$ cat src/design/plal_pkg.sv
// Shared types and constants for the port link/activity LED block.
`default_nettype none

package plal_pkg;

  // Number of LED ports that carry state
  localparam int PORT_COUNT = 8;
  // Port-state memory address width
  localparam int ADDR_W = (PORT_COUNT > 1) ? $clog2(PORT_COUNT) : 1;
  // Width used to compare a port index against PORT_COUNT (holds 64)
  localparam int PORT_CMP_W = 7;

  // Status byte codes and masks
  localparam logic [7:0] LED_ON_BIT   = 8'h02;
  localparam logic [7:0] LED_TOGGLE   = 8'h01;
  localparam logic [7:0] LED_LOW_MASK = 8'h03;
  localparam logic [7:0] LED_KEEP     = 8'hFC;
  localparam logic [7:0] LED_OFF      = 8'h00;

  // One port's stored state
  typedef struct packed {
    logic [7:0]  status;
    logic [31:0] last_rx;
    logic [31:0] last_tx;
  } plal_entry_t;

  localparam int ENTRY_W = $bits(plal_entry_t);

endpackage

`default_nettype wire

$ cat src/design/plal_ram.sv
// Generic single-write, single-read synchronous RAM with registered read.
`default_nettype none

module plal_ram #(
  parameter int WIDTH = 8,
  parameter int DEPTH = 8
) (
  input  wire logic                                   clk,
  input  wire logic                                   we,
  input  wire logic [((DEPTH > 1) ? $clog2(DEPTH) : 1)-1:0] waddr,
  input  wire logic [WIDTH-1:0]                       wdata,
  input  wire logic                                   re,
  input  wire logic [((DEPTH > 1) ? $clog2(DEPTH) : 1)-1:0] raddr,
  output logic      [WIDTH-1:0]                       rdata
);

  logic [WIDTH-1:0] mem [DEPTH];

  // Write port, read port returns old data on a same-address collision
  always_ff @(posedge clk) begin
    if (we) begin
      mem[waddr] <= wdata;
    end
    if (re) begin
      rdata <= mem[raddr];
    end
  end

endmodule

`default_nettype wire

$ cat src/design/port_link_activity_led_top.sv
// Top level of the port link/activity LED status generator.
`default_nettype none

// Takes one port observation per transaction and returns that port's new LED
// status byte with a write strobe. Sustained rate is one observation per clock
// cycle unless the output stalls. The port-state memory read and the stage 1
// capture share the accepting edge, and the output register loads as stage 1
// advances. Per-port state (status byte, last receive and transmit counts)
// lives in one memory with one read and one write port; an observation of the
// same port right after another is served by forwarding the last write.
// Entries not written since reset read as zero through a valid bit per port,
// so no clearing pass is needed. The flash phase shared by all ports of a
// scan restarts on first_of_scan.
module port_link_activity_led_top (
  input  wire logic        clk,
  input  wire logic        rst,
  input  wire logic        s_tvalid,
  output logic             s_tready,
  // port[2:0], first_of_scan[3], base_x_mode[4], link_up[5], rx_count[37:6],
  // tx_count[69:38], rx_clear_on_read[70], tx_clear_on_read[71]
  input  wire logic [71:0] s_tdata,
  output logic             m_tvalid,
  input  wire logic        m_tready,
  // out_port[2:0], led_code[10:3], write_strobe[11], zero pad[15:12]
  output logic      [15:0] m_tdata
);

  import plal_pkg::*;

  // Input field unpacking
  logic [2:0]        in_port;
  logic [ADDR_W-1:0] in_addr;
  assign in_port = s_tdata[2:0];
  assign in_addr = ADDR_W'(in_port);

  // Stage 1: item waiting on the memory read
  logic              s1_valid;
  logic [2:0]        s1_port;
  logic [ADDR_W-1:0] s1_addr;
  logic              s1_in_range;
  logic              s1_first;
  logic              s1_basex;
  logic              s1_link;
  logic [31:0]       s1_rx;
  logic [31:0]       s1_tx;
  logic              s1_rx_clr;
  logic              s1_tx_clr;
  logic              s1_entry_valid;
  logic              s1_advance;

  // Port state bookkeeping
  logic [PORT_COUNT-1:0] entry_valid;
  logic                  fwd_valid;
  logic [ADDR_W-1:0]     fwd_addr;
  plal_entry_t           fwd_data;
  logic                  flash_taken;
  logic [7:0]            flash_value;

  logic                  accept;
  logic                  mem_we;
  logic [ENTRY_W-1:0]    mem_rdata;
  plal_entry_t           entry;
  plal_entry_t           entry_next;

  // Combinational results
  logic       any_clr;
  logic       rx_diff;
  logic       tx_diff;
  logic       active;
  logic       taken_eff;
  logic [7:0] code;
  logic       wr;
  logic [7:0] out_code;
  logic       out_wr;

  assign s1_advance = s1_valid && (!m_tvalid || m_tready);
  assign s_tready   = !s1_valid || s1_advance;
  assign accept     = s_tvalid && s_tready;

  plal_ram #(
    .WIDTH(ENTRY_W),
    .DEPTH(PORT_COUNT)
  ) u_state_ram (
    .clk  (clk),
    .we   (mem_we),
    .waddr(s1_addr),
    .wdata(entry_next),
    .re   (accept),
    .raddr(in_addr),
    .rdata(mem_rdata)
  );

  // Stage 1 capture
  always_ff @(posedge clk) begin
    if (rst) begin
      s1_valid <= 1'b0;
    end else if (accept) begin
      s1_valid <= 1'b1;
    end else if (s1_advance) begin
      s1_valid <= 1'b0;
    end
    if (accept) begin
      s1_port        <= in_port;
      s1_addr        <= in_addr;
      s1_in_range    <= PORT_CMP_W'(in_port) < PORT_CMP_W'(PORT_COUNT);
      s1_first       <= s_tdata[3];
      s1_basex       <= s_tdata[4];
      s1_link        <= s_tdata[5];
      s1_rx          <= s_tdata[37:6];
      s1_tx          <= s_tdata[69:38];
      s1_rx_clr      <= s_tdata[70];
      s1_tx_clr      <= s_tdata[71];
      s1_entry_valid <= entry_valid[in_addr];
    end
  end

  // Entry selection: latest write, then memory, then reset value
  always_comb begin
    if (fwd_valid && (fwd_addr == s1_addr)) begin
      entry = fwd_data;
    end else if (s1_entry_valid) begin
      entry = plal_entry_t'(mem_rdata);
    end else begin
      entry = '0;
    end
  end

  // Activity detection and status update
  always_comb begin
    any_clr   = s1_rx_clr || s1_tx_clr;
    rx_diff   = s1_rx != entry.last_rx;
    tx_diff   = s1_tx != entry.last_tx;
    active    = (s1_rx_clr && (s1_rx != 32'd0)) || (s1_tx_clr && (s1_tx != 32'd0)) ||
                (!any_clr && (rx_diff || tx_diff));
    taken_eff = s1_first ? 1'b0 : flash_taken;
    code      = entry.status;
    wr        = 1'b0;
    entry_next = entry;
    if (s1_link) begin
      if (active) begin
        code = taken_eff ? flash_value : ((entry.status | LED_ON_BIT) ^ LED_TOGGLE);
        wr   = 1'b1;
      end else if ((entry.status & LED_LOW_MASK) != LED_ON_BIT) begin
        code = (entry.status & LED_KEEP) | LED_ON_BIT;
        wr   = 1'b1;
      end
      if (!any_clr && rx_diff) begin
        entry_next.last_rx = s1_rx;
      end else if (!any_clr && tx_diff) begin
        entry_next.last_tx = s1_tx;
      end
    end else if ((entry.status & LED_LOW_MASK) != LED_OFF) begin
      code = entry.status & LED_KEEP;
      wr   = 1'b1;
    end
    entry_next.status = code;
    out_code = entry.status;
    out_wr   = 1'b0;
    if (!s1_in_range) begin
      out_code = LED_OFF;
    end else if (s1_basex) begin
      out_code = code;
      out_wr   = wr;
    end
  end

  assign mem_we = s1_advance && s1_in_range && s1_basex;

  // State write-back, forwarding copy and flash phase
  always_ff @(posedge clk) begin
    if (rst) begin
      entry_valid <= '0;
      fwd_valid   <= 1'b0;
      flash_taken <= 1'b0;
      flash_value <= 8'h00;
    end else if (s1_advance) begin
      if (mem_we) begin
        entry_valid[s1_addr] <= 1'b1;
        fwd_valid            <= 1'b1;
      end
      if (mem_we && s1_link && active && !taken_eff) begin
        flash_taken <= 1'b1;
        flash_value <= code;
      end else begin
        flash_taken <= taken_eff;
      end
    end
    if (mem_we) begin
      fwd_addr <= s1_addr;
      fwd_data <= entry_next;
    end
  end

  // Output register
  always_ff @(posedge clk) begin
    if (rst) begin
      m_tvalid <= 1'b0;
    end else if (s1_advance) begin
      m_tvalid <= 1'b1;
    end else if (m_tready) begin
      m_tvalid <= 1'b0;
    end
    if (s1_advance) begin
      m_tdata <= {4'b0000, out_wr, out_code, s1_port};
    end
  end

  // A written status byte never carries the low-bit pattern 01
  a_strobe_code: assert property (@(posedge clk) disable iff (rst)
    (m_tvalid && m_tdata[11]) |-> (m_tdata[4:3] != 2'b01))
    else $error("written LED code has invalid low bits");

  // An item blocked by the output register stays in stage 1
  a_s1_hold: assert property (@(posedge clk) disable iff (rst)
    (s1_valid && !s1_advance) |=> (s1_valid && $stable(s1_port)))
    else $error("stage 1 item lost while output stalled");

  // A flash taken by an active port is recorded for the rest of the scan
  a_flash_taken: assert property (@(posedge clk) disable iff (rst)
    (mem_we && s1_link && active) |=> flash_taken)
    else $error("flash phase not recorded");

  // Ports beyond the configured count never strobe
  a_out_of_range: assert property (@(posedge clk) disable iff (rst)
    (m_tvalid && (PORT_CMP_W'(m_tdata[2:0]) >= PORT_CMP_W'(PORT_COUNT)))
      |-> (!m_tdata[11] && (m_tdata[10:3] == LED_OFF)))
    else $error("out-of-range port produced a status");

endmodule

`default_nettype wire
$ cat config.mk
export PLATFORM = sky130hd
export DESIGN_NAME = port_link_activity_led_top
export DESIGN_NICKNAME = d
export VERILOG_FILES = /design/src/design/plal_pkg.sv /design/src/design/plal_ram.sv /design/src/design/port_link_activity_led_top.sv
export SDC_FILE = /design/constraint.sdc
export NUM_CORES = 1
export LEC_CHECK = 0
export BUFFER_PORTS_ARGS = -buffer_cell sky130_fd_sc_hd__buf_2
export CAP_MARGIN = 20
export CORE_MARGIN = 2
export CORE_UTILIZATION = 30
export CTS_CLUSTER_SIZE = 12
export DETAILED_ROUTE_END_ITERATION = 12
export HOLD_SLACK_MARGIN = 0.02
export PLACE_DENSITY = 0.43
export SYNTH_ARGS = -nofsm -noshare
export SYNTH_HDL_FRONTEND = slang
export SYNTH_SLANG_ARGS = --single-unit
export TNS_END_PERCENT = 5
$ cat constraint.sdc
create_clock -name clk -period 9.8 [get_ports clk]
set_clock_uncertainty 0.05 [all_clocks]
set_input_delay 0.98 -clock clk [delete_from_list [all_inputs] [get_ports clk]]
set_output_delay 0.98 -clock clk [all_outputs]
set_load 0.1 [all_outputs]
# Word level (Yosys, flattened, before mapping)
# Memories as Yosys holds them, arrays and structs flattened. A register that Yosys moved wholly into a read port is not among the register bits.
# Cells that the tools add are included.
# op_classes
addsub	0
n_mul	0
n_div	0
magnitude_cmp	3
eq_ne	4
n_shift	0
n_mux	28
bitwise_logic	2
n_reduce_logical	30
# ops
cell	n
$mux W72	2
$mux W32	3
$mux W64	1
$ne A32 B32 Y1	2
$reduce_bool A32 Y1	2
$mux W8	4
$mux W1	14
$logic_and A1 B1 Y1	13
$lt A3 B4 Y1 const B	2
$or A8 B8 Y8	1
$reduce_bool A8 Y1	1
$logic_or A1 B1 Y1	6
$logic_not A1 Y1	4
$mux W2	2
$reduce_and A2 Y1	2
$reduce_bool A2 Y1	2
$bmux W1 S3	1
$demux W1 S3	1
$eq A3 B3 Y1	1
$ge A3 B1 Y1 const B	1
$ne A2 B2 Y1 const B	1
$not A1 Y1	1
# totals
register_bits	180
latch_bits	0
mem_bits_rw	576
rom_bits	0
in_bits	76
output_inout_bits	18
elab_cells	90
n_memories	1
# mem_list
memory	depth	word_bits	read_ports	rd_clocked_by_memory_dff	write_ports	line_no	rtl
u_state_ram.mem	8	72	1	1	1	plal_ram.sv:17	logic [WIDTH-1:0] mem [DEPTH];

# Longest topological paths before layout
# logic_depth
depth_word	10
depth_mapped	12
mapped_depth_nobuf	9

# Hierarchy
# Synthesis repeated with hierarchy kept, for this count alone.
# unflattened
cells_unflattened	1821
area_unflattened_um2	33788.7
# modules_own_cells
mod	n_inst	cells_per_inst	area_each_um2	seq_area_each_um2
plal_ram	1	917	24089.4	19458.7
port_link_activity_led_top	1	904	9699.3	5205.0

# Worst setup path before layout
# OpenSTA, ideal clock, no wires.
# synth_timing
path_type	input-to-reg
start	input port m_tready
end	memory u_state_ram.mem[0][0] in the netlist's numbering, enable pin
setup_ns	0.684
t_arrival_ns	8.897
required_ns	9.066
slack_ns	0.169
path_stages	4
n_path_buf	0
cell_sequence	nor2b_1 nor2b_1 nand2_1 nor4_1
# synth_between
elab_chain_len	5
# synth_lines
item	line_no	rtl
from (decl)	port_link_activity_led_top.sv:23	input wire logic m_tready,
$logic_or A1 B1 Y1	port_link_activity_led_top.sv:76	assign s1_advance = s1_valid && (!m_tvalid || m_tready);
$logic_and A1 B1 Y1	port_link_activity_led_top.sv:76	
named net s1_advance	port_link_activity_led_top.sv:49	logic s1_advance;
$logic_and A1 B1 Y1	port_link_activity_led_top.sv:167	assign mem_we = s1_advance && s1_in_range && s1_basex;
$mux W1	plal_ram.sv:21	if (we) begin
$mux W1 (not written as such)	plal_ram.sv:22	mem[waddr] <= wdata;
to (decl)	plal_ram.sv:17	
# The timed path passes the listed nets, and every way through them passes these cells.

# Final worst setup path
# layout_timing
start	register s1_addr[0]
end	memory u_state_ram.mem[2][70] in the netlist's numbering, data pin
# layout_between
elab_chain_len	9
elab_cells_between_ends	11
cone_classes	eq/ne (3); mux (4); reduce/logical (4)
# layout_lines
item	line_no	rtl
from (decl)	port_link_activity_led_top.sv:39	logic [ADDR_W-1:0] s1_addr;
from (signal assigned)	port_link_activity_led_top.sv:104	s1_addr <= in_addr;
$eq A3 B3 Y1 (*)	port_link_activity_led_top.sv:119	if (fwd_valid && (fwd_addr == s1_addr)) begin
$logic_and A1 B1 Y1 (*)	port_link_activity_led_top.sv:119	
$mux W72 (*)	port_link_activity_led_top.sv:119	
$ne A32 B32 Y1 (on tied branches)	port_link_activity_led_top.sv:131, port_link_activity_led_top.sv:132	
$logic_or A1 B1 Y1	port_link_activity_led_top.sv:134	(!any_clr && (rx_diff || tx_diff));
$logic_and A1 B1 Y1	port_link_activity_led_top.sv:134	
$logic_or A1 B1 Y1	port_link_activity_led_top.sv:133	active = (s1_rx_clr && (s1_rx != 32'd0)) || (s1_tx_clr && (s1_tx != 32'd0)) ||
$mux W8	port_link_activity_led_top.sv:140	if (active) begin
$mux W8 (*)	port_link_activity_led_top.sv:139	if (s1_link) begin
named net code[6]	port_link_activity_led_top.sv:71	logic [7:0] code;
# Mark *: on every way through the listed nets, which the timed path passes. The rest lies on a longest branch.

==> run metrics <==
number of cells on the worst reg-to-reg path=10; I/O Buffers=89; Synth Instances=1849; largest net degree at the start of global routing=146; H-tree depth=3; r2r endpoint=u_state_ram.mem[2][70]; Resized Gates After CTS=0; GRT Util Overall=15.2%; worst vdd ir=0.000131 V; vias per inst=4.95; Core Area=0.111 mm²; most common cell after layout, fill and taps aside=edfxtp_1; diode count=0; Slew headroom=27.6%; Die H=338 µm; io pins=94; most used routing layer=met2; clock root buffer=clkbuf_16; RSZ-0062 raised after global routing=no; Crit path required time=10.12 ns; Max-Cap Viols=0; worst reg2reg path startpoint=s1_addr[0]; Die Wd=338 µm; Area Growth Syn to Fin=16.4%; Cell Area, Synth=0.0334 mm²; RD Place Congestion=0.784; worst hold path endpoint=flash_taken; Setup crit start kind=flop; Max stage delay cell, worst path=and4_4; Post-DP HPWL=47.7 mm; # Post-CTS Setup Buffers=0; multi-input combinational cell area=0.00826 mm²; most frequent cells in the layout=808 x edfxtp_1, 155 x nand2_1, 146 x mux4_2, 110 x mux2_2, 96 x clkbuf_16; HP Class=flop to flop; Top Family by Delay on Critical Path=simple AND/OR/NAND/NOR gates; initial antenna violation count=1; Crit path largest cell delay=0.74 ns; Cell Chain, Critical Path=xnor2_1, and4_4, buf_4, nor3_1, nor4_1, nand4_1, or4b_4, o21a_1, nand3_1, mux2_2; vias post-DR=17567; FILL cells=10380; #FFs+latches synth=828; # DRC=0; Initial Utilization=30.2%; critical path buffer and inverter count=1; hold path start=flash_taken; first-pass GRT wire length=126 mm; crit end category=flop; Non-Filler Instances=3547; Post-synth EDFFs=808; Worst Max-Slew Pin Slew=1.09 ns; FF-to-FF setup slack=4.82 ns; clk slew on worst S/H paths=0.06 ns; CTS hold repair buffers=0; fraction of layout cells with a size suffix above 1=26.1%; final hold violations=0; Pins Over Slew Limit=0; FF+latch area=0.0247 mm²; ys flop type=edfxtp_1; vias in the first global route=18243; die area=0.114 mm²; Syn Area/Cell=18.1 µm²; placed cells=3371; WL/cell=24.4 µm; met2 usage=23.7%; leading area contributor after synthesis=edfxtp_1; hold path cells=2; total negative slack=0 ns; critical path peak fanout=65; final wirelength=86.5 mm; clock sink count=828; CTS Buffer Depth=3; Async SR Flop Fraction=0%; Seq/Total Area, Yosys=73.8%; Warnings, synthesis=0; Tmin final=4.98 ns; Final #Nets=2058; Synth top area share=72.6%; Tcrit/Tclk final=50.8%; met1 GRT Util=21.7%; Critical Path AT=5.31 ns; Antenna Nets Post-Route=0; DRT Pass-1 Iters=5; final setup vio count=0; kind of critical path=flop to flop; met3 layer usage reported by global route=2.59%; CTS tree=done; row cnt=122; fmax=201 MHz; DRT iter0 DRCs=1369; leakage=12.6 nW; outcome=complete, no violations; synth unique cells=71; total gr overflow=0; largest cells by area after synthesis=edfxtp_1 73%, mux4_2 9.8%, mux2_2 3.7%, nand2_1 1.7%, dfxtp_1 1.2%; CTS Buf Count=94; Pwr per Cell Area=205 mW/mm²; clk_lat worst skew=0.66 ns
where the power goes:
part           total [W]  switching (W)  internal, W
clock            0.00353        0.00140      0.00213
combinational   0.000406       0.000252     0.000154
sequential       0.00406      0.0000694      0.00399
logic make-up after synthesis:
kind of cell	share of synthesized area, %
buf+inv	1.71
other cells	0.0112
xor+xnor	1.23
mux	14.0
flops	73.8
simple gates	5.12
compound gates	4.08
cell type report:
type | count | area share [%]
flip-flops and latches | 828 | 63.4
clock buffers | 123 | 6.51
inverters | 49 | 0.479
clock inverters | 50 | 1.45
well taps | 1488 | 4.79
multi-input cells | 886 | 21.2
repair buffers | 123 | 2.15
cell usage after synthesis (all sizes together) (7+ instances only):
cell / number
o21ai: 49
nand2: 155
o21a: 18
o211ai: 21
clkbuf: 54
inv: 49
edfxtp: 808
mux2i: 7
nor2: 61
nand4: 10
buf: 35
a21oi: 28
dfxtp: 20
nor3: 24
mux2: 116
nand3: 37
o22ai: 23
mux4: 146
xor2: 30
nor2b: 15
nor4: 24
xnor2: 17
nand2b: 13
metrics by stage:
step	utilization [%]	setup slack (ns)	instance area, µm²	power (W)	hold slack, ns
after CTS	35.1	4.71	38800	0.00810	0.399
after global placement	32.3	4.83	35700	0.00453	0.394
after detailed placement	32.3	4.73	35700	0.00454	0.407
after global routing	35.2	4.56	38900	0.00827	0.418
final	35.2	4.82	38900	0.00799	0.417
after floorplan	-	0.169	33400	0.00438	0.385
layer usage:
layer  vias to the layer above  part of all wire (%)
met1                      9362                    47
met5                         -                     0
met3                       127                   4.8
met4                         0                   2.1
li1                       7662                     -
met2                       416                    46
how the worst max path moves through the flow:
stage,startpoint,to,slack (ns),cells past startpoint
6_report,s1_addr[0],u_state_ram.mem[2][70],4.82,10
4_1_cts,s1_addr[0],u_state_ram.mem[5][71],4.71,10
2_1_floorplan,m_tready,u_state_ram.mem[0][0],0.17,4
3_5_place_dp,s1_addr[0],u_state_ram.mem[2][71],4.73,10
5_1_grt,s1_addr[0],u_state_ram.mem[5][71],4.56,10
3_3_place_gp,s1_addr[0],u_state_ram.mem[1][67],4.83,10
state kept, by name (all words and copies together), names as in the netlist, 3 cells and up:
signal,cells
m_tdata,12
fwd_addr,3
flash_value,8
s1_rx,32
u_state_ram.mem,576
fwd_data,72
entry_valid,8
s1_addr,3
u_state_ram.rdata,72
s1_tx,32
worst reg2reg max path: stages, from the launching register on:
cell and delay [ns]:
edfxtp_1 0.53, xnor2_1 0.25, and4_4 0.74, buf_4 0.69
nor3_1 0.22, nor4_1 0.35, nand4_1 0.16, or4b_4 0.60
o21a_1 0.27, nand3_1 0.36, mux2_2 0.48
Note: power is estimated with default switching activity, not from simulation.
